**config.mk**
```make
export PLATFORM = sky130hd
export DESIGN_NAME = der_tlv_stream_parser_flat
export DESIGN_NICKNAME = d
export VERILOG_FILES = /design/src/rtl/dtsp_pkg.sv /design/src/rtl/dtsp_byte_if.sv /design/src/rtl/dtsp_result_if.sv /design/src/rtl/der_tlv_stream_parser.sv /design/src/flat_wrapper.sv
export VERILOG_INCLUDE_DIRS = /design/src /design/src/rtl
export SDC_FILE = /design/constraint.sdc
export NUM_CORES = 1
export LEC_CHECK = 0
export ABC_CLOCK_PERIOD_IN_PS = 5800
export BUFFER_PORTS_ARGS = -buffer_cell sky130_fd_sc_hd__buf_4
export CAP_MARGIN = 0
export CORE_MARGIN = 4
export CORE_UTILIZATION = 30
export CTS_CLUSTER_SIZE = 40
export DETAILED_ROUTE_END_ITERATION = 6
export SYNTH_ARGS = -nofsm -noshare
export SYNTH_HDL_FRONTEND = slang
export SYNTH_SLANG_ARGS = --single-unit
```
**constraint.sdc**
```tcl
create_clock -name clk -period 5.8 [get_ports clk]
set_input_delay 0.58 -clock clk [delete_from_list [all_inputs] [get_ports clk]]
set_output_delay 0.58 -clock clk [all_outputs]
set_load 0.1 [all_outputs]
```
**src/rtl/der_tlv_stream_parser_assert.svh**
```systemverilog
// assertion macros for the der tlv stream parser
// no dependencies; taken in by files that carry concurrent assertions
`ifndef DER_TLV_STREAM_PARSER_ASSERT_SVH
`define DER_TLV_STREAM_PARSER_ASSERT_SVH
`ifndef SYNTH
// property must hold at every clock edge outside reset
`define DTSP_ASSERT(label, clk, rst_n, prop) \
	label: assert property (@(posedge clk) disable iff (!rst_n) (prop)) \
		else $error("dtsp assertion failed");
// condition must never be true outside reset
`define DTSP_NEVER(label, clk, rst_n, cond) \
	label: assert property (@(posedge clk) disable iff (!rst_n) !(cond)) \
		else $error("dtsp forbidden condition seen");
`else
`define DTSP_ASSERT(label, clk, rst_n, prop)
`define DTSP_NEVER(label, clk, rst_n, cond)
`endif
`endif

```
**src/rtl/dtsp_pkg.sv**
```systemverilog
// shared types and constants of the der tlv stream parser
// no dependencies; used by the result interface and the top level
package dtsp_pkg;

	localparam int MAX_LENGTH_BYTES = 7;
	localparam int LEN_W = 31;
	localparam int LBC_W = 3;

	typedef enum logic [2:0] {
		PH_TAG,
		PH_LEN_FIRST,
		PH_LEN_MORE,
		PH_VALUE,
		PH_IGNORE
	} phase_t;

	typedef enum logic [1:0] {
		KIND_HEADER = 2'd0,
		KIND_VALUE  = 2'd1,
		KIND_ERROR  = 2'd2
	} kind_t;

	typedef enum logic [1:0] {
		ERR_ZERO_TAG  = 2'd0,
		ERR_TOO_MANY  = 2'd1,
		ERR_OVERFLOW  = 2'd2,
		ERR_TRUNCATED = 2'd3
	} err_t;

	typedef struct packed {
		kind_t            kind;
		logic [7:0]       tag;
		logic [LEN_W-1:0] length;
		logic [7:0]       value_byte;
		logic             element_end;
		err_t             error_code;
	} result_t;

endpackage

```
**src/rtl/dtsp_byte_if.sv**
```systemverilog
// input channel of the parser: one stream byte or an end of stream per item
// depends on nothing but the handshake convention valid and ready
interface dtsp_byte_if;
	logic       valid;
	logic       ready;
	logic [7:0] data_byte;
	logic       stream_end;

	modport source (output valid, output data_byte, output stream_end, input ready);
	modport sink (input valid, input data_byte, input stream_end, output ready);
endinterface

```
**src/rtl/dtsp_result_if.sv**
```systemverilog
// output channel of the parser: one header, value byte or error per item
// depends on dtsp_pkg for the result field types
interface dtsp_result_if;
	import dtsp_pkg::*;

	logic             valid;
	logic             ready;
	kind_t            kind;
	logic [7:0]       tag;
	logic [LEN_W-1:0] length;
	logic [7:0]       value_byte;
	logic             element_end;
	err_t             error_code;

	modport source (output valid, output kind, output tag, output length,
		output value_byte, output element_end, output error_code, input ready);
	modport sink (input valid, input kind, input tag, input length,
		input value_byte, input element_end, input error_code, output ready);
endinterface

```
**src/rtl/der_tlv_stream_parser.sv**
```systemverilog
// der tlv stream parser: splits a byte stream into headers and value bytes
// depends on dtsp_pkg, dtsp_byte_if, dtsp_result_if and the assertion header
// a result is registered in the result register, or in the skid while that one is full and not taken
// throughput: one item per cycle while the skid is empty; the parse state updates in the accept cycle
// a two-entry output buffer (result register plus skid) keeps input open
// while one result waits; input stalls only when both entries are full
// reset clears the parse phase, counters and both output valid flags
`include "der_tlv_stream_parser_assert.svh"

module der_tlv_stream_parser (
	input logic           clk,
	input logic           arst_n,
	dtsp_byte_if.sink     stream,
	dtsp_result_if.source elements
);
	import dtsp_pkg::*;

	localparam logic [LEN_W-1:0] OVF_LIMIT = {8'd0, {(LEN_W-8){1'b1}}};
	localparam logic [6:0] MAX_N = 7'(MAX_LENGTH_BYTES);

	phase_t           phase_q, phase_nxt;
	logic [7:0]       tag_q, tag_nxt;
	logic [LEN_W-1:0] accum_q, accum_nxt;
	logic [LBC_W-1:0] len_left_q, len_left_nxt;
	logic [LEN_W-1:0] val_left_q, val_left_nxt;

	result_t          res;
	logic             has_res;
	logic             in_fire;
	logic             res_fire;
	logic             out_take;

	result_t          out_q, skid_q;
	logic             out_vld_q, skid_vld_q;

	logic [7:0]       b;
	logic [LEN_W-1:0] hdr_len;
	logic             do_header;
	logic [LEN_W-1:0] val_dec;

	assign b = stream.data_byte;
	assign stream.ready = !skid_vld_q;
	assign in_fire = stream.valid && stream.ready;
	assign res_fire = in_fire && has_res;
	assign out_take = out_vld_q && elements.ready;
	assign val_dec = val_left_q - LEN_W'(1);

	// parse step for one item
	always_comb begin
		phase_nxt = phase_q;
		tag_nxt = tag_q;
		accum_nxt = accum_q;
		len_left_nxt = len_left_q;
		val_left_nxt = val_left_q;
		has_res = 1'b0;
		do_header = 1'b0;
		hdr_len = '0;
		res.kind = KIND_HEADER;
		res.length = '0;
		res.value_byte = '0;
		res.element_end = 1'b0;
		res.error_code = ERR_ZERO_TAG;
		if (stream.stream_end) begin
			phase_nxt = PH_TAG;
			if (phase_q != PH_TAG && phase_q != PH_IGNORE) begin
				has_res = 1'b1;
				res.kind = KIND_ERROR;
				res.error_code = ERR_TRUNCATED;
			end
		end else begin
			unique case (phase_q)
				PH_TAG: begin
					tag_nxt = b;
					accum_nxt = '0;
					len_left_nxt = '0;
					val_left_nxt = '0;
					if (b == 8'd0) begin
						phase_nxt = PH_IGNORE;
						has_res = 1'b1;
						res.kind = KIND_ERROR;
						res.error_code = ERR_ZERO_TAG;
					end else begin
						phase_nxt = PH_LEN_FIRST;
					end
				end
				PH_LEN_FIRST: begin
					if (b[7]) begin
						if (b[6:0] > MAX_N) begin
							phase_nxt = PH_IGNORE;
							has_res = 1'b1;
							res.kind = KIND_ERROR;
							res.error_code = ERR_TOO_MANY;
						end else if (b[6:0] == 7'd0) begin
							accum_nxt = '0;
							do_header = 1'b1;
							hdr_len = '0;
						end else begin
							accum_nxt = '0;
							len_left_nxt = b[LBC_W-1:0];
							phase_nxt = PH_LEN_MORE;
						end
					end else begin
						accum_nxt = LEN_W'(b);
						do_header = 1'b1;
						hdr_len = LEN_W'(b);
					end
				end
				PH_LEN_MORE: begin
					if (accum_q > OVF_LIMIT) begin
						phase_nxt = PH_IGNORE;
						has_res = 1'b1;
						res.kind = KIND_ERROR;
						res.error_code = ERR_OVERFLOW;
					end else begin
						accum_nxt = {accum_q[LEN_W-9:0], b};
						len_left_nxt = len_left_q - LBC_W'(1);
						if (len_left_q == LBC_W'(1)) begin
							do_header = 1'b1;
							hdr_len = {accum_q[LEN_W-9:0], b};
						end
					end
				end
				PH_VALUE: begin
					val_left_nxt = val_dec;
					has_res = 1'b1;
					res.kind = KIND_VALUE;
					res.length = accum_q;
					res.value_byte = b;
					if (val_dec == '0) begin
						phase_nxt = PH_TAG;
						res.element_end = 1'b1;
					end
				end
				default: begin
					phase_nxt = PH_IGNORE;
				end
			endcase
			// header once the length is complete
			if (do_header) begin
				has_res = 1'b1;
				res.kind = KIND_HEADER;
				res.length = hdr_len;
				if (hdr_len == '0) begin
					phase_nxt = PH_TAG;
					res.element_end = 1'b1;
				end else begin
					phase_nxt = PH_VALUE;
					val_left_nxt = hdr_len;
				end
			end
		end
		res.tag = tag_nxt;
	end

	// parse state registers
	always_ff @(posedge clk or negedge arst_n) begin
		if (!arst_n) begin
			phase_q <= PH_TAG;
			tag_q <= '0;
			accum_q <= '0;
			len_left_q <= '0;
			val_left_q <= '0;
		end else if (in_fire) begin
			phase_q <= phase_nxt;
			tag_q <= tag_nxt;
			accum_q <= accum_nxt;
			len_left_q <= len_left_nxt;
			val_left_q <= val_left_nxt;
		end
	end

	// output buffer valid flags
	always_ff @(posedge clk or negedge arst_n) begin
		if (!arst_n) begin
			out_vld_q <= 1'b0;
			skid_vld_q <= 1'b0;
		end else if (res_fire) begin
			if (!out_vld_q || out_take) begin
				out_vld_q <= 1'b1;
			end else begin
				skid_vld_q <= 1'b1;
			end
		end else if (out_take) begin
			if (skid_vld_q) begin
				skid_vld_q <= 1'b0;
			end else begin
				out_vld_q <= 1'b0;
			end
		end
	end

	// output buffer payload
	always_ff @(posedge clk) begin
		if (res_fire) begin
			if (!out_vld_q || out_take) begin
				out_q <= res;
			end else begin
				skid_q <= res;
			end
		end else if (out_take && skid_vld_q) begin
			out_q <= skid_q;
		end
	end

	assign elements.valid = out_vld_q;
	assign elements.kind = out_q.kind;
	assign elements.tag = out_q.tag;
	assign elements.length = out_q.length;
	assign elements.value_byte = out_q.value_byte;
	assign elements.element_end = out_q.element_end;
	assign elements.error_code = out_q.error_code;

	// checks
	`DTSP_NEVER(a_skid_without_out, clk, arst_n, skid_vld_q && !out_vld_q)
	`DTSP_NEVER(a_len_more_count, clk, arst_n, phase_q == PH_LEN_MORE && len_left_q == '0)
	`DTSP_NEVER(a_value_count, clk, arst_n, phase_q == PH_VALUE && val_left_q == '0)
	`DTSP_ASSERT(a_error_fields, clk, arst_n,
		(out_vld_q && out_q.kind == KIND_ERROR) |-> (out_q.length == '0 && !out_q.element_end))
	`DTSP_ASSERT(a_last_value_ends, clk, arst_n,
		(in_fire && !stream.stream_end && phase_q == PH_VALUE && val_left_q == LEN_W'(1))
		|=> (phase_q == PH_TAG))

endmodule
```
**src/flat_wrapper.sv**
```systemverilog
// flat-port wrapper written by rule: the top's interface ports become plain ports
module der_tlv_stream_parser_flat import dtsp_pkg::*;
  (clk, arst_n, stream_valid, stream_data_byte, stream_stream_end, stream_ready, elements_valid, elements_kind, elements_tag, elements_length, elements_value_byte, elements_element_end, elements_error_code, elements_ready);
  dtsp_byte_if stream_i ();
  dtsp_result_if elements_i ();
  input logic clk;
  input logic arst_n;
  input wire logic [$bits(stream_i.valid)-1:0] stream_valid;
  input wire logic [$bits(stream_i.data_byte)-1:0] stream_data_byte;
  input wire logic [$bits(stream_i.stream_end)-1:0] stream_stream_end;
  output wire logic [$bits(stream_i.ready)-1:0] stream_ready;
  output wire logic [$bits(elements_i.valid)-1:0] elements_valid;
  output wire logic [$bits(elements_i.kind)-1:0] elements_kind;
  output wire logic [$bits(elements_i.tag)-1:0] elements_tag;
  output wire logic [$bits(elements_i.length)-1:0] elements_length;
  output wire logic [$bits(elements_i.value_byte)-1:0] elements_value_byte;
  output wire logic [$bits(elements_i.element_end)-1:0] elements_element_end;
  output wire logic [$bits(elements_i.error_code)-1:0] elements_error_code;
  input wire logic [$bits(elements_i.ready)-1:0] elements_ready;
  assign stream_i.valid = stream_valid;
  assign stream_i.data_byte = stream_data_byte;
  assign stream_i.stream_end = stream_stream_end;
  assign stream_ready = stream_i.ready;
  assign elements_valid = elements_i.valid;
  assign elements_kind = elements_i.kind;
  assign elements_tag = elements_i.tag;
  assign elements_length = elements_i.length;
  assign elements_value_byte = elements_i.value_byte;
  assign elements_element_end = elements_i.element_end;
  assign elements_error_code = elements_i.error_code;
  assign elements_i.ready = elements_ready;
  der_tlv_stream_parser u_core (.clk(clk), .arst_n(arst_n), .stream(stream_i), .elements(elements_i));
endmodule
```
## Word-level counts from Yosys, hierarchy flattened

Index checks and enable logic that the tools add are counted.

| word-level totals | value |
|---|---|
| flip-flop bits (word level) | 182 |
| bits in latches | 0 |
| bits in writable memories | 0 |
| bits in read-only memories | 0 |
| input port bits | 13 |
| logic and storage cells | 140 |
| memories | 0 |

| cells by class | value |
|---|---|
| add/sub/neg operators | 2 |
| $mul | 0 |
| div/mod/pow operators | 0 |
| order comparisons | 2 |
| eq/ne operators | 17 |
| shift operators | 0 |
| mux-type cells | 73 |
| bitwise logic cells | 2 |
| reduce and logical (&&, ||, !) cells | 25 |

Operator list:

| kind | count |
|---|---|
| $mux W31 | 9 |
| $mux W52 | 3 |
| $pmux W31 S2 | 2 |
| $pmux W31 S3 | 1 |
| $mux W40 | 2 |
| $logic_not A31 Y1 | 2 |
| $mux W3 | 12 |
| $gt A31 B23 Y1 const B | 1 |
| $sub A31 B1 Y31 const B | 1 |
| $mux W1 | 24 |
| $mux W2 | 11 |
| $mux W8 | 2 |
| $ne A2 B2 Y1 const B | 6 |
| $pmux W3 S4 | 1 |
| $reduce_and A5 Y1 | 2 |
| $pmux W3 S3 | 1 |
| $logic_not A8 Y1 | 1 |
| $ne A4 B2 Y1 const B | 2 |
| $pmux W2 S4 | 1 |
| $reduce_and A2 Y1 | 4 |
| $gt A7 B3 Y1 const B | 1 |
| $logic_not A7 Y1 | 1 |
| $mux W7 | 1 |
| $reduce_and A7 Y1 | 1 |
| other kinds (18) | 29 |

## Depth between registers and ports, before layout

Gate-level depths: netlist of the first run.

| logic depth | value |
|---|---|
| depth after elaboration | 11 |
| depth in mapped cells | 10 |
| depth with buffers taken out | 9 |

## Least setup slack after synthesis of the first run

No wires, ideal clock.

| timing path | value |
|---|---|
| kind | input-to-reg |
| from | input port stream_data_byte[5] |
| to | register u_core.skid_q[0] in the netlist's numbering, enable pin |
| setup time | 0.526 ns |
| data arrival time | 5.658 ns |
| required time | 5.274 ns |
| path slack | -0.384 ns |
| stages | 8 |
| buffers on the path | 2 |
| path through | nor4_1 nand2_1 o31ai_1 a22oi_1 a31o_2 buf_2 clkbuf_1 nor3_1 |

| on the way | value |
|---|---|
| longest elaborated chain between the ends | 10 |

RTL lines:

| item | line | source |
|---|---|---|
| start, declared | flat_wrapper.sv:9 | `input wire logic [$bits(stream_i.data_byte)-1:0] stream_data_byte;` |
| branches (longest 6 deep; another with $gt A7 B3 Y1) | - |  |
| $mux W1 * | der_tlv_stream_parser.sv:139 | `if (do_header) begin` |
| $mux W1 * | der_tlv_stream_parser.sv:63 | `if (stream.stream_end) begin` |
| $logic_and A1 B1 Y1 * | der_tlv_stream_parser.sv:44 | `assign res_fire = in_fire && has_res;` |
| $reduce_and A2 Y1 (no source line) * | - |  |
| end signal, assigned | der_tlv_stream_parser.sv:198 | `skid_q <= res;` |
| end, declared | der_tlv_stream_parser.sv:33 | `result_t out_q, skid_q;` |

Mark *: on every way between the ends. The select of a mux whose other input is x is not followed.
A chain may end at the register's enable or synchronous reset.

## Worst setup path after layout of the first run

| timing path | value |
|---|---|
| from | register u_core.accum_q[25] |
| to | register u_core.out_q (netlist bit u_core.elements.length[9]), enable pin |

| on the way | value |
|---|---|
| longest elaborated chain between the ends | 9 |

RTL lines:

| item | line | source |
|---|---|---|
| start, declared | der_tlv_stream_parser.sv:23 | `logic [LEN_W-1:0] accum_q, accum_nxt;` |
| start signal, assigned | der_tlv_stream_parser.sv:166 | `accum_q <= accum_nxt;` |
| $gt A31 B23 Y1 * | der_tlv_stream_parser.sv:109 | `if (accum_q > OVF_LIMIT) begin` |
| $mux W1 | der_tlv_stream_parser.sv:109 |  |
| $pmux W1 S2 | der_tlv_stream_parser.sv:71 | `unique case (phase_q)` |
| $mux W1 | der_tlv_stream_parser.sv:63 |  |
| $mux W1 * | der_tlv_stream_parser.sv:139 |  |
| $mux W1 * | der_tlv_stream_parser.sv:63 |  |
| $logic_and A1 B1 Y1 * | der_tlv_stream_parser.sv:44 |  |
| $ne A2 B2 Y1 (no source line) / $reduce_bool A2 Y1 (equally long branches) | - |  |
| $reduce_and A2 Y1 (no source line) * | - |  |
| end signal, assigned | der_tlv_stream_parser.sv:196 | `out_q <= res;` |
| end signal, assigned | der_tlv_stream_parser.sv:201 | `out_q <= skid_q;` |
| end, declared | der_tlv_stream_parser.sv:33 |  |

Mark *: on every way between the ends. The rest lies on a longest branch, timed or not. The select of a mux whose other input is x is not followed.

==> results, run 1 <==
- The run finished with clean final reports.
- The setup-violating endpoint count in the final report is 0.
- The first global-routing pass estimated 38000 um of wire.
- The synthesized-area fraction occupied by and/or/nand/nor cells is 15.2%.
- In the finished design, the share of the clock period the worst path needs comes to 58.5%.
- The depth of the CTS H-tree is 4.
- The mean post-synth cell area is 10.8 um^2.
- Dividing the detail-routed wire length by the instance count gives 18.7 um.
- The buffer count from post-CTS setup fixing is 0.
- The die outline height is 182 um.
- The HPWL after detailed placement is 15600 um.
- In this run the number of cells on the critical path is 7.
- The multi-input logic area is 3720 um^2.
- The main combinational cell family by area after synthesis is compound AO/OA/AOI/OAI gates.
- The count of final max-slew check failures was 0.
- The synthesis-to-finish area growth is 15.1%.
- During I/O placement, the number of pins put on the boundary was 67.
- Measured in cells, the most critical reg-to-reg path has a length of 7.
- The critical path launch point type is a flop.
- The netlist uses 72 different library cells.
- IR analysis of the VDD net gives a maximum drop of 220 uV.
- After routing, the total negative slack on setup checks comes to 0 ns.
- The quantity of gates resized following cts is 0.
- The vias after detailed routing is 6892.
- The critical path launch point is u_core.accum_q[25]$_DFFE_PN0P_.
- In this run the critical register-to-register path is launched from u_core.accum_q[25]$_DFFE_PN0P_.
- The total overflow reported by the global router is 0.
- The area of the mapped netlist is 9120 um^2.
- The top cell types in the final layout, fill and taps aside, are 104 x sky130_fd_sc_hd__edfxtp_1, 85 x sky130_fd_sc_hd__o21ai_0, 78 x sky130_fd_sc_hd__dfrtp_1, 76 x sky130_fd_sc_hd__buf_4, 71 x sky130_fd_sc_hd__nand2_1.
- The clock drives 182 sinks.
- The number of global-route vias before repair is 6526.
- The startpoint-to-endpoint class of the critical path is reg2reg.
- In the routed layout, each cell is associated on average with a via count of 5.42.
- The later-pin clock latency in the skew report is 0.43 ns.
- In this run the standard cell core region covers 29800 um^2.
- The TritonCTS clock tree is done.
- Routability-driven placement finished with a final weighted congestion of 0.918.
- Combinational logic burns 42.2% of the power.
- The number of warning messages in the yosys log is 0.
- The min-delay analysis places its worst path in the category in2async.
- The buffering stage count on the worst path with inverters included is 1.
- The maximum clock insertion buffer count is 2.
- The worst setup path is captured at a flop.
- The endpoint arrival time on the critical path is 3.46 ns.
- The synthesized netlist net count is 858.
- The number of nets in the layout is 885.
- The endpoint identified for the worst register-to-register timing path is u_core.elements.length[9]$_DFFE_PP_.
- Including well taps, the total number of placed cells is 1239.
- The number of antenna diodes in the final layout is 0.
- The most common flop cell mapped by yosys is sky130_fd_sc_hd__edfxtp_1.
- The switching power as a share of total power is 45.8%.
- The capturing element of the worst setup path is u_core.elements.length[9]$_DFFE_PP_.
- Buffers placed on the I/O ports in this run total 66.
- The internal portion of the total power is 2.85 mW.
- In this run the power density over the cells is 501 nW/um^2.
- Global routing used 14.2% of the available tracks across all layers.
- Headroom to the max-slew limit came out at 18.5%.
- The initial utilization of the core area, before any placement, comes to 30.6%.
- The DRC violation count after routing is 0.
- The count of TritonRoute iterations in the first routing pass is 6.
- The number of hold-slack violations in the final timing report was 0.
- The longest individual stage delay on the worst path is 0.68 ns.
- The initial antenna violation count is 0.
- After Yosys synthesis, XOR and XNOR cells account for 0.576% of the synthesized area.
- Sequential cells were found to cover 55.6% of the synthesized design area.
- The max-cap violation count is 0.
- The number of rows in the core area is 63.
- In this run, the number of DRC markers left after iteration 0 of detailed routing was 679.
- Of the total synthesized cell area, the portion taken by full adders, half adders and majority gates is 0.549%.
- The multiplexer fraction of the synthesized cell area is 5.80%.
- The clock transition time at the flip-flop clock pins of the worst setup and hold paths is 0.08 ns.
- The synthesized netlist devotes 18.2% of its cell area to compound gates.
- In this run, synthesis produced a sequential element count of 182.
- After clock tree synthesis, the flow added hold-fix buffers numbering 0.
- The total power of the final layout is 5.26 mW.
- Data on the critical path is required at its endpoint by 5.87 ns.
- The transition at the pin with the smallest max-transition slack is 1.22 ns.
- The total wirelength of the detailed-routed design is 23700 um.
- The total die area is 33300 um^2.
- The maximum achievable frequency is 295 MHz.
- The relative contribution of the clock network to total power is 21.5%.
- The root buffer cell is sky130_fd_sc_hd__clkbuf_16.
- The layout has 2978 filler cells.
- The final cell count without fillers is 1271.
- The number of clock buffers added by TritonCTS is 17.
- The leakage power summed over all cells is 4.00 nW.
- The power share of the sequential group is 36.3%.
- In this run, synthesis inferred 104 flip-flops with an integrated enable.
- Registers take 5070 um^2.
- The leading cell type in the layout, fill and taps excluded is sky130_fd_sc_hd__edfxtp_1.
- Of all flip-flops after synthesis, the portion carrying an async set or reset was 42.9%.
- The slowest stage of the critical path is the sky130_fd_sc_hd__nor4_1 cell.
- Entering global routing, the biggest net connects 79 pins.
- Along the worst path, the maximum fanout reaches 39.
- The flop-to-flop setup slack is 2.41 ns.
- The critical path goes through nor4_1 > nand4_1 > o21ai_1 > nor2_1 > a31o_2 > a2bb2oi_4 > buf_4.
- The cell count after synthesis came out at 841.
- The kind of cell with the highest combined delay along the critical path is simple AND/OR/NAND/NOR gates.
- In the final layout, the share of cells above drive strength 1 is 18.6%.
- The horizontal die dimension is 182 um.
- Between clock sinks in the finished design, the worst skew comes to 0.0114 ns.
- For this design the total switching power over the nets is 2.41 mW.
- In this run the remaining antenna-violating nets after routing total 0.
- Setup repair after global routing left no endpoint under its margin.
- Subtracting the final worst setup slack from the clock period gives 3.39 ns.
[flip-flops by register name, indices dropped and copies added (netlist names)]
| name | count |
|---|---|
| u_core.elements.kind | 2 |
| u_core.elements.element_end | 1 |
| u_core.elements.valid | 1 |
| u_core.elements.tag | 8 |
| u_core.elements.length | 31 |
| u_core.accum_q | 31 |
| u_core.len_left_q | 3 |
| u_core.skid_vld_q | 1 |
| u_core.skid_q | 52 |
| u_core.elements.error_code | 2 |
| u_core.tag_q | 8 |
| u_core.phase_q | 3 |
| u_core.val_left_q | 31 |
| u_core.elements.value_byte | 8 |
[power groups by stage]
| stage | Sequential [mW] | Clock, mW | Combinational (mW) |
|---|---|---|---|
| 2_1_floorplan | 2.45 | 0 | 1.16 |
| 3_3_place_gp | 1.92 | 0 | 2.20 |
| 3_5_place_dp | 1.93 | 0 | 2.22 |
| 4_1_cts | 1.90 | 1.15 | 2.22 |
| 5_1_grt | 1.93 | 1.21 | 2.40 |
| 6_report | 1.91 | 1.13 | 2.22 |
[worst min-delay path by stage]
stage,to,cells past startpoint,start
floorplan,u_core.accum_q[0]$_DFFE_PN0P_,0,arst_n
global placement,u_core.tag_q[3]$_DFFE_PN0P_,2,u_core.tag_q[3]$_DFFE_PN0P_
detailed placement,u_core.tag_q[3]$_DFFE_PN0P_,2,u_core.tag_q[3]$_DFFE_PN0P_
CTS,u_core.val_left_q[14]$_DFFE_PN0P_,1,arst_n
global route,u_core.skid_vld_q$_DFFE_PN0P_,2,elements_ready
finish,u_core.val_left_q[12]$_DFFE_PN0P_,1,arst_n
[cells in the mapped netlist, types with 18 or more instances]
cell	count	area share (%)
sky130_fd_sc_hd__nor2_1	53	2.2
sky130_fd_sc_hd__nor4_1	26	1.8
sky130_fd_sc_hd__inv_1	18	0.74
sky130_fd_sc_hd__o21ai_0	85	4.7
sky130_fd_sc_hd__a22o_1	52	5.0
sky130_fd_sc_hd__clkbuf_1	53	2.2
sky130_fd_sc_hd__nor3_1	19	1.0
sky130_fd_sc_hd__dfrtp_1	78	21
sky130_fd_sc_hd__nand2_1	71	2.9
sky130_fd_sc_hd__mux2_2	39	4.8
sky130_fd_sc_hd__a21oi_1	53	2.9
sky130_fd_sc_hd__edfxtp_1	104	34
[through the flow]
stage	hold WS, ns	worst slack [ns]	utilization [%]	instance area [um^2]
floorplan	0.284	0.471	-	9130
global placement	0.462	2.30	33.3	9930
detailed placement	0.470	2.25	33.3	9930
CTS	0.392	2.35	35.2	10500
global route	0.401	2.20	35.2	10500
finish	0.294	2.41	35.2	10500
[worst reg2reg max path: cells and delay by family, from the launching register on]
family	cells	cell delay (ns)
compound gates	3	0.92
buf+inv	1	0.54
flops	1	0.40
simple gates	3	1.11
[routing by layer]
metal | vias to the layer above | routed length (um) | global-route usage, %
met4 | 0 | 343 | 3.81
met3 | 22 | 1300 | 2.93
met2 | 214 | 11200 | 22.5
met1 | 3421 | 10900 | 20.0
li1 | 3235 | - | -
met5 | - | 0 | 0
[area by class of cell]
cell class,count,share of cell area (%)
clock buffers,18,4.18
clock inverters,14,1.24
inverters,19,0.679
multi-input cells,572,35.5
flip-flops and latches,182,48.3
well taps,390,4.65
repair buffers,76,5.44
[logic make-up (layout without fill, tap and decap cells)]
| group | Yosys count | count (layout) |
|---|---|---|
| buffers and inverters | 87 | 127 |
| adder cells (fa/ha/maj) | 4 | 4 |
| AND/OR/NAND/NOR | 255 | 255 |
| XOR/XNOR | 6 | 6 |
| flip-flops | 182 | 182 |
| AO/OA/AOI/OAI | 259 | 259 |
| multiplexers | 48 | 48 |
No activity file was read; power rests on OpenSTA's default activity.
==> run 2, diff against run 1 <==
- ABC_CLOCK_PERIOD_IN_PS: 5800 -> 3500
- clock period: 5.8 -> 3.5 ns (I/O delays scaled with it)
==> run 2 against run 1 <==
  * Maximum frequency is 8.6% higher
  * Clock-buffer cell count stayed put
  * Design area is 1.8% higher
  * Hold slack worse by 0.19 ns
  * Combinational power is 71% higher
  * Die area stayed put
  * Flip-flop and latch count stayed put
  * Global-route usage is 0.13 points higher
  * Sequential share of layout area is 0.86 points lower
  * Largest cell class unchanged
==> results, run 2 (synthesis results as in run 1) <==
- The horizontal die dimension is 182 um.
- The first-pass GRT wire length is 38300 um.
- The number of rows in the core area is 63.
- The global-route layer with the greatest usage is met2.
- The setup-violating endpoint count in the final report is 0.
- The run finished with clean final reports.
- The largest net degree at the start of global routing is 79.
- The number of hold buffers added after cts is 0.
- The worst relative slew slack is 29.9%.
- The number of buffers inserted during clock tree synthesis is 17.
- The total power of the final layout is 8.77 mW.
- The maximum achievable frequency is 320 MHz.
- Data arrives at the worst endpoint at 3.48 ns.
- The tightest hold path in the finished design has a slack of 0.102 ns.
- For the pin with the worst max-slew slack, the measured transition is 1.05 ns.
- Clock tree synthesis found a total of 182 sinks.
- The number of violations reported at the end of detailed-routing iteration 0 is 634.
- The post-placement worst setup slack is 0.431 ns.
- Across the routed clock network, the largest skew measured is 0.0144 ns.
- The worst setup path is captured at a flop.
- The post-route antenna net violation count is 0.
- The depth of the CTS H-tree is 4.
- The longest individual stage delay on the worst path is 0.56 ns.
- In the final routed layout, each cell accounts on average for 18.3 um.
- The floorplan step defined a die boundary enclosing 33300 um^2.
- The root buffer cell is sky130_fd_sc_hd__clkbuf_16.
- For this design the total switching power over the nets is 3.98 mW.
- For this design the top-level I/O count stands at 67.
- The multi-input logic area is 3740 um^2.
- The count of final max-slew check failures is 0.
- 0 antenna diodes ended up in the layout.
- u_core.skid_q holds more flip-flops than any other register.
- The finished layout holds 1288 standard cells, fillers aside.
- Global routing used 14.4% of the available tracks.
- The endpoint required time on the critical path is 3.86 ns.
- The leading cell type in the layout, fill and taps excluded is sky130_fd_sc_hd__edfxtp_1.
- The final critical delay including setup and external delays is 3.12 ns.
- The final design area excluding fillers is 10700 um^2.
- The max-cap violation count is 0.
- The power share of the combinational group is 43.3%.
- The floorplan core area is 29800 um^2.
- IR analysis of the VDD net gives a maximum drop of 282 uV.
- The die outline height is 182 um.
- After legalization and detailed placement, the total HPWL measured 15700 um.
- The final route contains 6955 vias.
- The global-route met3 utilization is 2.77%.
- The worst-path cell with the longest stage delay is sky130_fd_sc_hd__or4_4.
- The relative contribution of the clock network to total power is 21.1%.
- In the layout the commonest cells are 104 x sky130_fd_sc_hd__edfxtp_1, 90 x sky130_fd_sc_hd__buf_4, 85 x sky130_fd_sc_hd__o21ai_0, 78 x sky130_fd_sc_hd__dfrtp_1, 71 x sky130_fd_sc_hd__nand2_1.
- Once placement finished, the instance area stood at 10100 um^2.
- Global routing used 20.0% of the available met1 tracks.
- Traced cell by cell, the critical path runs through inv_1 > ha_1 > nor3b_2 > nand4_1 > or4_4 > nor2_1 > or4b_1 > a21o_1 > a21oi_1.
- Global routing consumed, on the met2 layer, 23.0% of the routing resources.
- After the last flow step, the layout net total stands at 902.
- At the later pin of the worst-skew pair, clock insertion delay measures 0.44 ns.
- The worst min-delay path class is in2async.
- Buffers added to address setup during post-CTS repair amount to 0.
- Setup repair after global routing left no endpoint under its margin.
- The share of the core filled with cells in the final layout is 35.9%.
- The initial antenna violation count is 0.
- The maximum clock insertion buffer count is 2.
- The congestion estimate from routability-driven global placement came to 0.878.
- The number of global-route vias before repair is 6621.
- For flop-to-flop paths, the worst setup slack is 0.38 ns.
- The critical path launch point type is a flop.
- The internal cell power is 4.79 mW.
- Port buffering added 66 buffers.
- Of the total power, registers draw 35.6%.
- The TritonCTS clock tree is done.
- For this configuration, the core starts out at a cell density of 30.6%.
- The accumulated negative setup slack is 0 ns.
- After detailed placement, the design holds a cell count of 1256.
- For this run the aggregate overflow at the end of global routing stands at 0.
- The analysis attributes to cell leakage a power of 4.10 nW.
- Along the worst path, the maximum fanout reaches 9.
- Dividing the final minimum period by the clock period gives 89.2%.
- Clock-pin slew was measured on the worst setup and hold paths at 0.08 ns.
- In the routed layout, each cell is associated on average with a via count of 5.40.
- Setup slack closes at 0.377 ns.
- Dividing total power by cell area gives a power density of 821 nW/um^2.
- The quantity of gates resized following cts is 0.
- After filler insertion, the fill cell instance count of the layout stands at 2960.
- The number of hold-slack violations in the final timing report is 0.
- Registers take 5070 um^2.
- The number of flip-flops under the largest register name is 52.
- The startpoint-to-endpoint class of the critical path is reg2reg.
- The final layout contains routed wiring with a total length of 23600 um.
- For this run, the detailed router's first-pass iteration total came to 5.
- The DRC violation count after routing is 0.
- Cells with a size suffix above 1 make up 20.3% of the layout.
- Net switching is 45.4% of the power.
- The synthesis-to-finish area growth is 17.2%.
## run 2: cell count changes in the layout (fill, tap and decap cells not counted), sizes merged
cell	change
buf	+17
inv	-4
clkinvlp	-1
clkinv	+5
## run 2: critical path, delay by kind of cell (launching register included)
kind                     cells  cell delay (ns)
adder cells (fa/ha/maj)      1             0.28
flip-flops                   1             0.47
buffers and inverters        1             0.11
AO/OA/AOI/OAI                2             0.27
AND/OR/NAND/NOR              5             1.91
## run 2: final timing paths
| kind | cells after the start | endpoint | start |
|---|---|---|---|
| setup reg to reg | 9 | u_core.val_left_q[20]$_DFFE_PN0P_ | u_core.val_left_q[0]$_DFFE_PN0P_ |
| hold reg to reg | 2 | u_core.tag_q[3]$_DFFE_PN0P_ | u_core.tag_q[3]$_DFFE_PN0P_ |
| hold / removal | 1 | u_core.val_left_q[13]$_DFFE_PN0P_ | arst_n |
| min in group clk | 2 | u_core.skid_vld_q$_DFFE_PN0P_ | elements_ready |
| max in group asynchronous | 1 | u_core.phase_q[0]$_DFFE_PN0P_ | arst_n |
| setup / recovery | 9 | u_core.val_left_q[20]$_DFFE_PN0P_ | u_core.val_left_q[0]$_DFFE_PN0P_ |
## run 2: area by class of cell
type,instances,share of cell area (%)
repair buffers,93,6.88
inverters,19,0.667
clock inverters,14,1.35
clock buffers,18,4.02
multi-input cells,572,35.0
flip-flops and latches,182,47.5
well taps,390,4.57
## run 2: layer usage
| metal | up-vias | wire length (um) | part of all wire (%) |
|---|---|---|---|
| met3 | 34 | 1410 | 6.0 |
| met1 | 3411 | 10400 | 44 |
| met2 | 240 | 11400 | 48 |
| met5 | - | 0 | 0 |
| li1 | 3270 | - | - |
| met4 | 0 | 340 | 1.4 |
## run 2: power groups by stage
stage,clock (mW),sequential (mW),combinational (mW)
global route,1.99,3.19,4.09
global placement,0,3.16,3.76
detailed placement,0,3.17,3.79
finish,1.85,3.13,3.80
CTS,1.90,3.12,3.80
floorplan,0,4.04,1.97
